`config.mk`:
```
export PLATFORM = sky130hd
export DESIGN_NAME = dma_channel_element_engine
export DESIGN_NICKNAME = d
export VERILOG_FILES = /design/src/rtl/core/dce_pkg.sv /design/src/rtl/core/dma_channel_element_engine.sv
export SDC_FILE = /design/constraint.sdc
export NUM_CORES = 2
export LEC_CHECK = 0
export BUFFER_PORTS_ARGS = -buffer_cell sky130_fd_sc_hd__buf_4
export CAP_MARGIN = 30
export CORE_ASPECT_RATIO = 0.5
export CORE_MARGIN = 4
export CORE_UTILIZATION = 35
export CTS_BUF_LIST = sky130_fd_sc_hd__clkbuf_4 sky130_fd_sc_hd__clkbuf_8
export DETAILED_ROUTE_END_ITERATION = 8
export PLACE_DENSITY_LB_ADDON = 0.05
export REMOVE_ABC_BUFFERS = 1
export SYNTH_ARGS = -nofsm -noshare
export SYNTH_HDL_FRONTEND = slang
export SYNTH_SLANG_ARGS = --single-unit
```
`constraint.sdc`:
```
create_clock -name clk -period 9.3 [get_ports clk]
set_input_delay 0.93 -clock clk [delete_from_list [all_inputs] [get_ports clk]]
set_output_delay 0.93 -clock clk [all_outputs]
set_load 0.01 [all_outputs]
```
`src/rtl/core/dce_pkg.sv`:
```
package dce_pkg;

  localparam int unsigned CfgIndexW = 3;
  localparam int unsigned CfgDataW  = 48;

  // Configuration register indexes
  localparam logic [CfgIndexW-1:0] REG_CHANNEL_CONTROL    = 3'd0;
  localparam logic [CfgIndexW-1:0] REG_ELEMENTS_PER_FRAME = 3'd1;
  localparam logic [CfgIndexW-1:0] REG_FRAMES_PER_BLOCK   = 3'd2;
  localparam logic [CfgIndexW-1:0] REG_SOURCE_START       = 3'd3;
  localparam logic [CfgIndexW-1:0] REG_DEST_START         = 3'd4;
  localparam logic [CfgIndexW-1:0] REG_SOURCE_INDICES     = 3'd5;
  localparam logic [CfgIndexW-1:0] REG_DEST_INDICES       = 3'd6;
  localparam logic [CfgIndexW-1:0] REG_FILL_COLOR         = 3'd7;

  // Request opcodes
  localparam logic OP_START   = 1'b0;
  localparam logic OP_ELEMENT = 1'b1;

  // Addressing modes
  localparam logic [1:0] MODE_CONST    = 2'd0;
  localparam logic [1:0] MODE_POST_INC = 2'd1;
  localparam logic [1:0] MODE_SINGLE   = 2'd2;
  localparam logic [1:0] MODE_DOUBLE   = 2'd3;

  // Element size codes
  localparam logic [1:0] SIZE_BYTE  = 2'd0;
  localparam logic [1:0] SIZE_HALF  = 2'd1;
  localparam logic [1:0] SIZE_WORD  = 2'd2;
  localparam logic [1:0] SIZE_FAULT = 2'd3;

  typedef struct packed {
    logic        op;
    logic [31:0] source_data;
  } in_t;

  typedef struct packed {
    logic [31:0] next_source_address;
    logic [31:0] dest_address;
    logic [31:0] dest_data;
    logic        dest_write;
    logic        frame_end;
    logic        block_end;
    logic        misalign_fault;
  } out_t;

  function automatic logic [31:0] width_mask(input logic [1:0] code);
    unique case (code)
      SIZE_BYTE: width_mask = 32'h0000_00FF;
      SIZE_HALF: width_mask = 32'h0000_FFFF;
      default:   width_mask = 32'hFFFF_FFFF;
    endcase
  endfunction

  function automatic logic [31:0] align_mask(input logic [1:0] code);
    unique case (code)
      SIZE_BYTE: align_mask = 32'd0;
      SIZE_HALF: align_mask = 32'd1;
      SIZE_WORD: align_mask = 32'd3;
      default:   align_mask = 32'd7;
    endcase
  endfunction

  function automatic logic [31:0] swap_bytes(input logic [31:0] v, input logic [1:0] code);
    unique case (code)
      SIZE_BYTE: swap_bytes = {24'd0, v[7:0]};
      SIZE_HALF: swap_bytes = {16'd0, v[7:0], v[15:8]};
      default:   swap_bytes = {v[7:0], v[15:8], v[23:16], v[31:24]};
    endcase
  endfunction

  // Element index sits in bits 15:0, frame index in bits 47:16
  function automatic logic [31:0] step_addr(input logic [31:0] cur, input logic [1:0] mode,
                                            input logic [47:0] idx, input logic [1:0] code,
                                            input logic eof);
    logic [31:0] es;
    logic [31:0] ei;
    logic [31:0] fi;
    es = 32'd1 << code;
    ei = {{16{idx[15]}}, idx[15:0]};
    fi = idx[47:16];
    unique case (mode)
      MODE_POST_INC: step_addr = cur + es;
      MODE_SINGLE:   step_addr = cur + es + ei - 32'd1;
      MODE_DOUBLE:   step_addr = cur + es + (eof ? fi : ei) - 32'd1;
      default:       step_addr = cur;
    endcase
  endfunction

endpackage

```
`src/rtl/core/dma_channel_element_engine.sv`:
```
// Element engine of one 2-D DMA channel. A start request clears the element and
// frame counters and loads the source and destination pointers from the start
// registers; a zero count ends the block at once instead. Each element request
// carries the data read at the current source address and produces one result
// with the destination address, data and write flag; unless it faults or the
// channel is idle, both pointers then step (the source one not in fill mode) in
// constant, post-increment, single-index or double-index mode. Rate: one request
// per clock unless in_stall is high (input register, then result register); a
// result-side stall backs up into in_stall only once both registers are full.
// Configure only while no request is in flight; cfg_ready is always high.
module dma_channel_element_engine
  import dce_pkg::*;
(
  input  logic                 clk,
  input  logic                 rst_n,
  input  logic                 in_valid,
  output logic                 in_stall,
  input  in_t                  in_data,
  output logic                 out_valid,
  input  logic                 out_stall,
  output out_t                 out_data,
  input  logic                 cfg_valid,
  output logic                 cfg_ready,
  input  logic [CfgIndexW-1:0] cfg_index,
  input  logic [CfgDataW-1:0]  cfg_data
);

  logic [9:0]  channel_control_r;
  logic [23:0] elements_per_frame_r;
  logic [15:0] frames_per_block_r;
  logic [31:0] source_start_r;
  logic [31:0] dest_start_r;
  logic [47:0] source_indices_r;
  logic [47:0] dest_indices_r;
  logic [31:0] fill_color_r;

  logic [31:0] source_pointer_r, source_pointer_nxt;
  logic [31:0] dest_pointer_r, dest_pointer_nxt;
  logic [23:0] element_counter_r, element_counter_nxt;
  logic [15:0] frame_counter_r, frame_counter_nxt;
  logic        running_r, running_nxt;
  logic        block_flag_r, block_flag_nxt;

  logic        s1_valid_r;
  in_t         s1_data_r;
  logic        out_valid_r;
  out_t        out_data_r, out_data_nxt;

  logic        out_free;
  logic        s1_move;

  logic [1:0]  smode, dmode, code;
  logic        cfill, transp, sswap, dswap;
  logic [31:0] wmask, amask;
  logic [31:0] spa, sval, ddata;
  logic        fault, doit, eof;
  logic [23:0] ec_inc;
  logic [15:0] fc_inc;

  function automatic logic [31:0] in_data_mask(input logic [31:0] d, input logic [31:0] m,
                                               input logic swap, input logic [1:0] c);
    logic [31:0] v;
    v = d & m;
    in_data_mask = swap ? swap_bytes(v, c) : v;
  endfunction

  assign cfg_ready = 1'b1;
  assign out_free  = !out_valid_r || !out_stall;
  assign s1_move   = s1_valid_r && out_free;
  assign in_stall  = s1_valid_r && !out_free;
  assign out_valid = out_valid_r;
  assign out_data  = out_data_r;

  assign smode  = channel_control_r[1:0];
  assign dmode  = channel_control_r[3:2];
  assign cfill  = channel_control_r[4];
  assign transp = channel_control_r[5];
  assign code   = channel_control_r[7:6];
  assign sswap  = channel_control_r[8];
  assign dswap  = channel_control_r[9];
  assign wmask  = width_mask(code);
  assign amask  = align_mask(code);
  assign spa    = (smode == MODE_CONST) ? source_start_r : source_pointer_r;
  assign ec_inc = element_counter_r + 24'd1;
  assign fc_inc = frame_counter_r + 16'd1;

  always_comb begin
    source_pointer_nxt  = source_pointer_r;
    dest_pointer_nxt    = dest_pointer_r;
    element_counter_nxt = element_counter_r;
    frame_counter_nxt   = frame_counter_r;
    running_nxt         = running_r;
    block_flag_nxt      = block_flag_r;
    sval                = 32'd0;
    ddata               = 32'd0;
    fault               = 1'b0;
    doit                = 1'b1;
    eof                 = 1'b0;
    out_data_nxt        = '0;
    out_data_nxt.dest_address = dest_pointer_r;

    if (s1_data_r.op == OP_START) begin
      element_counter_nxt = 24'd0;
      frame_counter_nxt   = 16'd0;
      if (elements_per_frame_r == 24'd0 || frames_per_block_r == 16'd0) begin
        running_nxt    = 1'b0;
        block_flag_nxt = 1'b1;
      end else begin
        source_pointer_nxt = source_start_r;
        dest_pointer_nxt   = dest_start_r;
        running_nxt        = 1'b1;
        block_flag_nxt     = 1'b0;
      end
      out_data_nxt.dest_address = dest_pointer_nxt;
    end else if (running_r) begin
      if (code == SIZE_FAULT) begin
        fault = 1'b1;
      end else if (cfill) begin
        sval = fill_color_r;
      end else begin
        fault = (spa & amask) != 32'd0;
        sval  = in_data_mask(s1_data_r.source_data, wmask, sswap, code);
      end
      if (!fault && transp && ((sval & wmask) == (fill_color_r & wmask))) begin
        doit = 1'b0;
      end
      if (!fault && doit) begin
        if ((dest_pointer_r & amask) != 32'd0) begin
          fault = 1'b1;
        end else begin
          ddata = (dswap ? swap_bytes(sval, code) : sval) & wmask;
          out_data_nxt.dest_write = 1'b1;
        end
      end
      if (fault) begin
        block_flag_nxt = 1'b1;
        running_nxt    = 1'b0;
        ddata          = 32'd0;
        out_data_nxt.dest_write = 1'b0;
      end else begin
        eof = ec_inc == elements_per_frame_r;
        if (!cfill) begin
          source_pointer_nxt = step_addr(source_pointer_r, smode, source_indices_r, code, eof);
        end
        dest_pointer_nxt = step_addr(dest_pointer_r, dmode, dest_indices_r, code, eof);
        if (eof) begin
          element_counter_nxt = 24'd0;
          frame_counter_nxt   = fc_inc;
          if (fc_inc == frames_per_block_r) begin
            block_flag_nxt = 1'b1;
            running_nxt    = 1'b0;
          end
        end else begin
          element_counter_nxt = ec_inc;
        end
      end
    end

    out_data_nxt.next_source_address =
      (smode == MODE_CONST) ? source_start_r : source_pointer_nxt;
    out_data_nxt.dest_data      = ddata;
    out_data_nxt.frame_end      = eof;
    out_data_nxt.block_end      = block_flag_nxt;
    out_data_nxt.misalign_fault = fault;
  end

  always_ff @(posedge clk) begin
    if (!rst_n) begin
      channel_control_r    <= '0;
      elements_per_frame_r <= '0;
      frames_per_block_r   <= '0;
      source_start_r       <= '0;
      dest_start_r         <= '0;
      source_indices_r     <= '0;
      dest_indices_r       <= '0;
      fill_color_r         <= '0;
    end else if (cfg_valid && cfg_ready) begin
      unique case (cfg_index)
        REG_CHANNEL_CONTROL:    channel_control_r    <= cfg_data[9:0];
        REG_ELEMENTS_PER_FRAME: elements_per_frame_r <= cfg_data[23:0];
        REG_FRAMES_PER_BLOCK:   frames_per_block_r   <= cfg_data[15:0];
        REG_SOURCE_START:       source_start_r       <= cfg_data[31:0];
        REG_DEST_START:         dest_start_r         <= cfg_data[31:0];
        REG_SOURCE_INDICES:     source_indices_r     <= cfg_data[47:0];
        REG_DEST_INDICES:       dest_indices_r       <= cfg_data[47:0];
        default:                fill_color_r         <= cfg_data[31:0];
      endcase
    end
  end

  always_ff @(posedge clk) begin
    if (!rst_n) begin
      source_pointer_r  <= '0;
      dest_pointer_r    <= '0;
      element_counter_r <= '0;
      frame_counter_r   <= '0;
      running_r         <= 1'b0;
      block_flag_r      <= 1'b0;
    end else if (s1_move) begin
      source_pointer_r  <= source_pointer_nxt;
      dest_pointer_r    <= dest_pointer_nxt;
      element_counter_r <= element_counter_nxt;
      frame_counter_r   <= frame_counter_nxt;
      running_r         <= running_nxt;
      block_flag_r      <= block_flag_nxt;
    end
  end

  // Input register: load whenever it is empty or draining this cycle
  always_ff @(posedge clk) begin
    if (!rst_n) begin
      s1_valid_r <= 1'b0;
    end else if (!in_stall) begin
      s1_valid_r <= in_valid;
    end
  end

  always_ff @(posedge clk) begin
    if (in_valid && !in_stall) begin
      s1_data_r <= in_data;
    end
  end

  always_ff @(posedge clk) begin
    if (!rst_n) begin
      out_valid_r <= 1'b0;
    end else if (out_free) begin
      out_valid_r <= s1_valid_r;
    end
  end

  always_ff @(posedge clk) begin
    if (s1_move) begin
      out_data_r <= out_data_nxt;
    end
  end

endmodule

```
==> results_dict.tcl <==
set metrics [dict create \
    start_kind "flop" \
    cts_root_buf "clkbuf_8" \
    power_density_mw_per_mm2 158 \
    worstHoldStart "in_data[32]" \
    synth_edf_count 133 \
    synthTopCellsByArea "dfxtp_1 (21%), edfxtp_1 (12%), ha_1 (9.6%)" \
    cts_resized 0 \
    wl_per_cell_um 22.4 \
    worstReg2RegEnd "dest_pointer_r[28]" \
    core_mm2 0.0939 \
    clkLatencyLatePin_ns 0.79 \
    ys_ff_latch 483 \
    period_minus_slack_ns 7.60 \
    finalHoldWorstSlack_ns 0.336 \
    slew_viol_final 0 \
    hp-class "in2reg" \
    die-area_mm2 0.101 \
    syn-instance-count 4318 \
    first_iter_violations 3003 \
    max_freq_ghz 0.132 \
    placementRows 79 \
    reg2reg_slack_ns 1.70 \
    drc 0 \
    r2r_cells 23 \
    cap_violations 0 \
    synth_area_per_cell_um2 7.76 \
    synth_top_cells_by_count "nand2_1 (777), a21oi_1 (521), dfxtp_1 (350)" \
    wl_um 128000 \
    synth_area_mm2 0.0335 \
    cts.sinks 483 \
    r2r_start "channel_control_r[6]" \
    outcome "completed" \
    finalPower_w 0.00598 \
    vias 31904 \
    final_util 0.402 \
    design_area_mm2 0.0377 \
    firstDrtPassIters 6 \
    antenna_left 0 \
    grt_overflow_total 0 \
    synth-main-ff-cell "dfxtp_1" \
    finalHoldViolCount 0 \
    setup_viol 0 \
    grt_pass1_vias 30263 \
    fp.dieH_um 227 \
    dp_hpwl_um 91800 \
    cts_hold_buf 0 \
    start_util 0.357 \
    ys_types 108 \
    port_buffers 190 \
    relSlewSlack 0.306 \
    p_leak_nw 14.8 \
    setup_tns_ns 0 \
    path_class "reg2reg" \
    grt_pass1_wl_um 190000 \
    dpl_cell_area_mm2 0.0360 \
    post_drt_via_cell_ratio 5.57 \
    numCtsBuffers 80 \
    rsz0062_at_grt "false" \
    crit_fanout 20 \
    finalNetCount 4756 \
    fin_skew_ns 0.0415 \
    crit_end "dest_pointer_r[28]" \
    crit_required_ns 9.97 \
    grt_max_degree 102 \
    synth-async-reset-ratio 0 \
    period_share 0.817 \
    yosys.area.top_type "dfxtp_1" \
    grtUsageTotal 0.248 \
    crit_arrival_ns 8.27 \
    io_pins 192 \
    antenna_found_initial 12 \
    cts_tree "done" \
    die_width_um 446 \
    path_clk_slew_ns 0.08 \
    gp_congestion 0.930 \
    ir_drop_mv 0.0839 \
    syn_to_final_growth_pct 12.6 \
    synth_seq_area_share 0.328 \
    crit_start "channel_control_r[6]" \
    clk_path_buf_depth 3 \
    post_cts_buffers 0 \
    htreeDepth 3 \
    synth.most_common_cell "nand2_1" \
    yosys.area.top_type_share 0.209 \
    worst_slew_pin_slew_ns 1.04 \
    yosysWarningCount 0 \
    endpoint_kind "flop" \
    final_layout_size_suffix_gt1_frac 0.0998 \
]
## critical path, cell delays in order, from the launching register on
cell and delay, ns:
dfxtp_1 0.41, buf_4 0.31, nand2b_1 0.46, clkinv_1 0.61, ha_1 0.54, a21o_1 0.21, a21oi_1 0.73, nor2_1 0.23
nand3_1 0.16, xor2_1 0.33, ha_1 0.30, inv_1 0.06, ha_1 0.28, a21o_1 0.20, a21oi_1 0.24, nand3b_1 0.10
o21ai_0 0.57, a21oi_1 0.33, a2111oi_0 0.45, nor3_1 0.13, xor2_1 0.17, a221oi_1 0.27, a21oi_1 0.11, o221a_2 0.24
## layout by cell type (no fill, tap or decap), drive strengths merged, types with 133 or more instances in the layout
master | Yosys | routed
a21oi | 523 | 523
buf | 47 | 247
dfxtp | 350 | 350
edfxtp | 133 | 133
ha | 256 | 256
inv | 333 | 339
nand2 | 777 | 777
nor2 | 260 | 260
o21ai | 261 | 261
xnor2 | 134 | 134
## how the worst min path moves through the flow
stage | end | slack [ns] | cells after the start
6_report | s1_data_r[32] | 0.34 | 1
5_1_grt | s1_data_r[6] | 0.28 | 1
4_1_cts | s1_data_r[6] | 0.25 | 1
3_5_place_dp | dest_indices_r[24] | 0.45 | 2
3_3_place_gp | channel_control_r[1] | 0.44 | 2
2_1_floorplan | dest_indices_r[16] | 0.44 | 2
## per-layer routing
metal  GRT usage  vias up  share of wire  routed length [µm]
li1            -    15414              -                   -
met1       0.350    15357           0.47               60400
met2       0.384      954           0.43               55400
met3      0.0499      179          0.070                9030
met4      0.0727        0          0.026                3400
met5           0        -              0                   0
## final cells by class
type                    instances  area (µm²)
clock inverters                31         248
inverters                     338        1280
multi-input cells            3255       20300
diodes                          4        10.0
clock buffers                 116        1450
repair buffers                247        1860
well taps                    1255        1570
flip-flops and latches        483       11000
fillers                      9781       56200
## power by group
part	internal (W)	switching [W]	leakage (nW)	total, W
clock	0.00109	0.00101	0.897	0.00210
sequential	0.00223	0.0000565	4.11	0.00228
combinational	0.000619	0.000976	9.75	0.00159
## flip-flops by register name, indices dropped and copies added (netlist names), 24 cells and up
signal and flops:
out_data 100, dest_indices_r 48, source_indices_r 48, s1_data_r 33
dest_pointer_r 32, dest_start_r 32, fill_color_r 32, source_pointer_r 32
source_start_r 32, element_counter_r 24, elements_per_frame_r 24
## stage by stage
step | setup WS, ns | cells
floorplan | -1.74 | 4076
global placement | 1.75 | 5575
detailed placement | 1.88 | 5577
CTS | 1.83 | 5724
global route | 1.10 | 5726
finish | 1.70 | 5729
## kinds of logic after synthesis
| family | count (synthesis) | share of synthesized area |
|---|---|---|
| fa+ha+maj | 262 | 0.0992 |
| compound gates | 1252 | 0.231 |
| simple gates | 1461 | 0.197 |
| other cells | 1 | 0.000112 |
| xor+xnor | 215 | 0.0562 |
| mux | 64 | 0.0195 |
| buf+inv | 580 | 0.0684 |
| flops | 483 | 0.328 |
No activity file was read; power rests on OpenSTA's default activity.
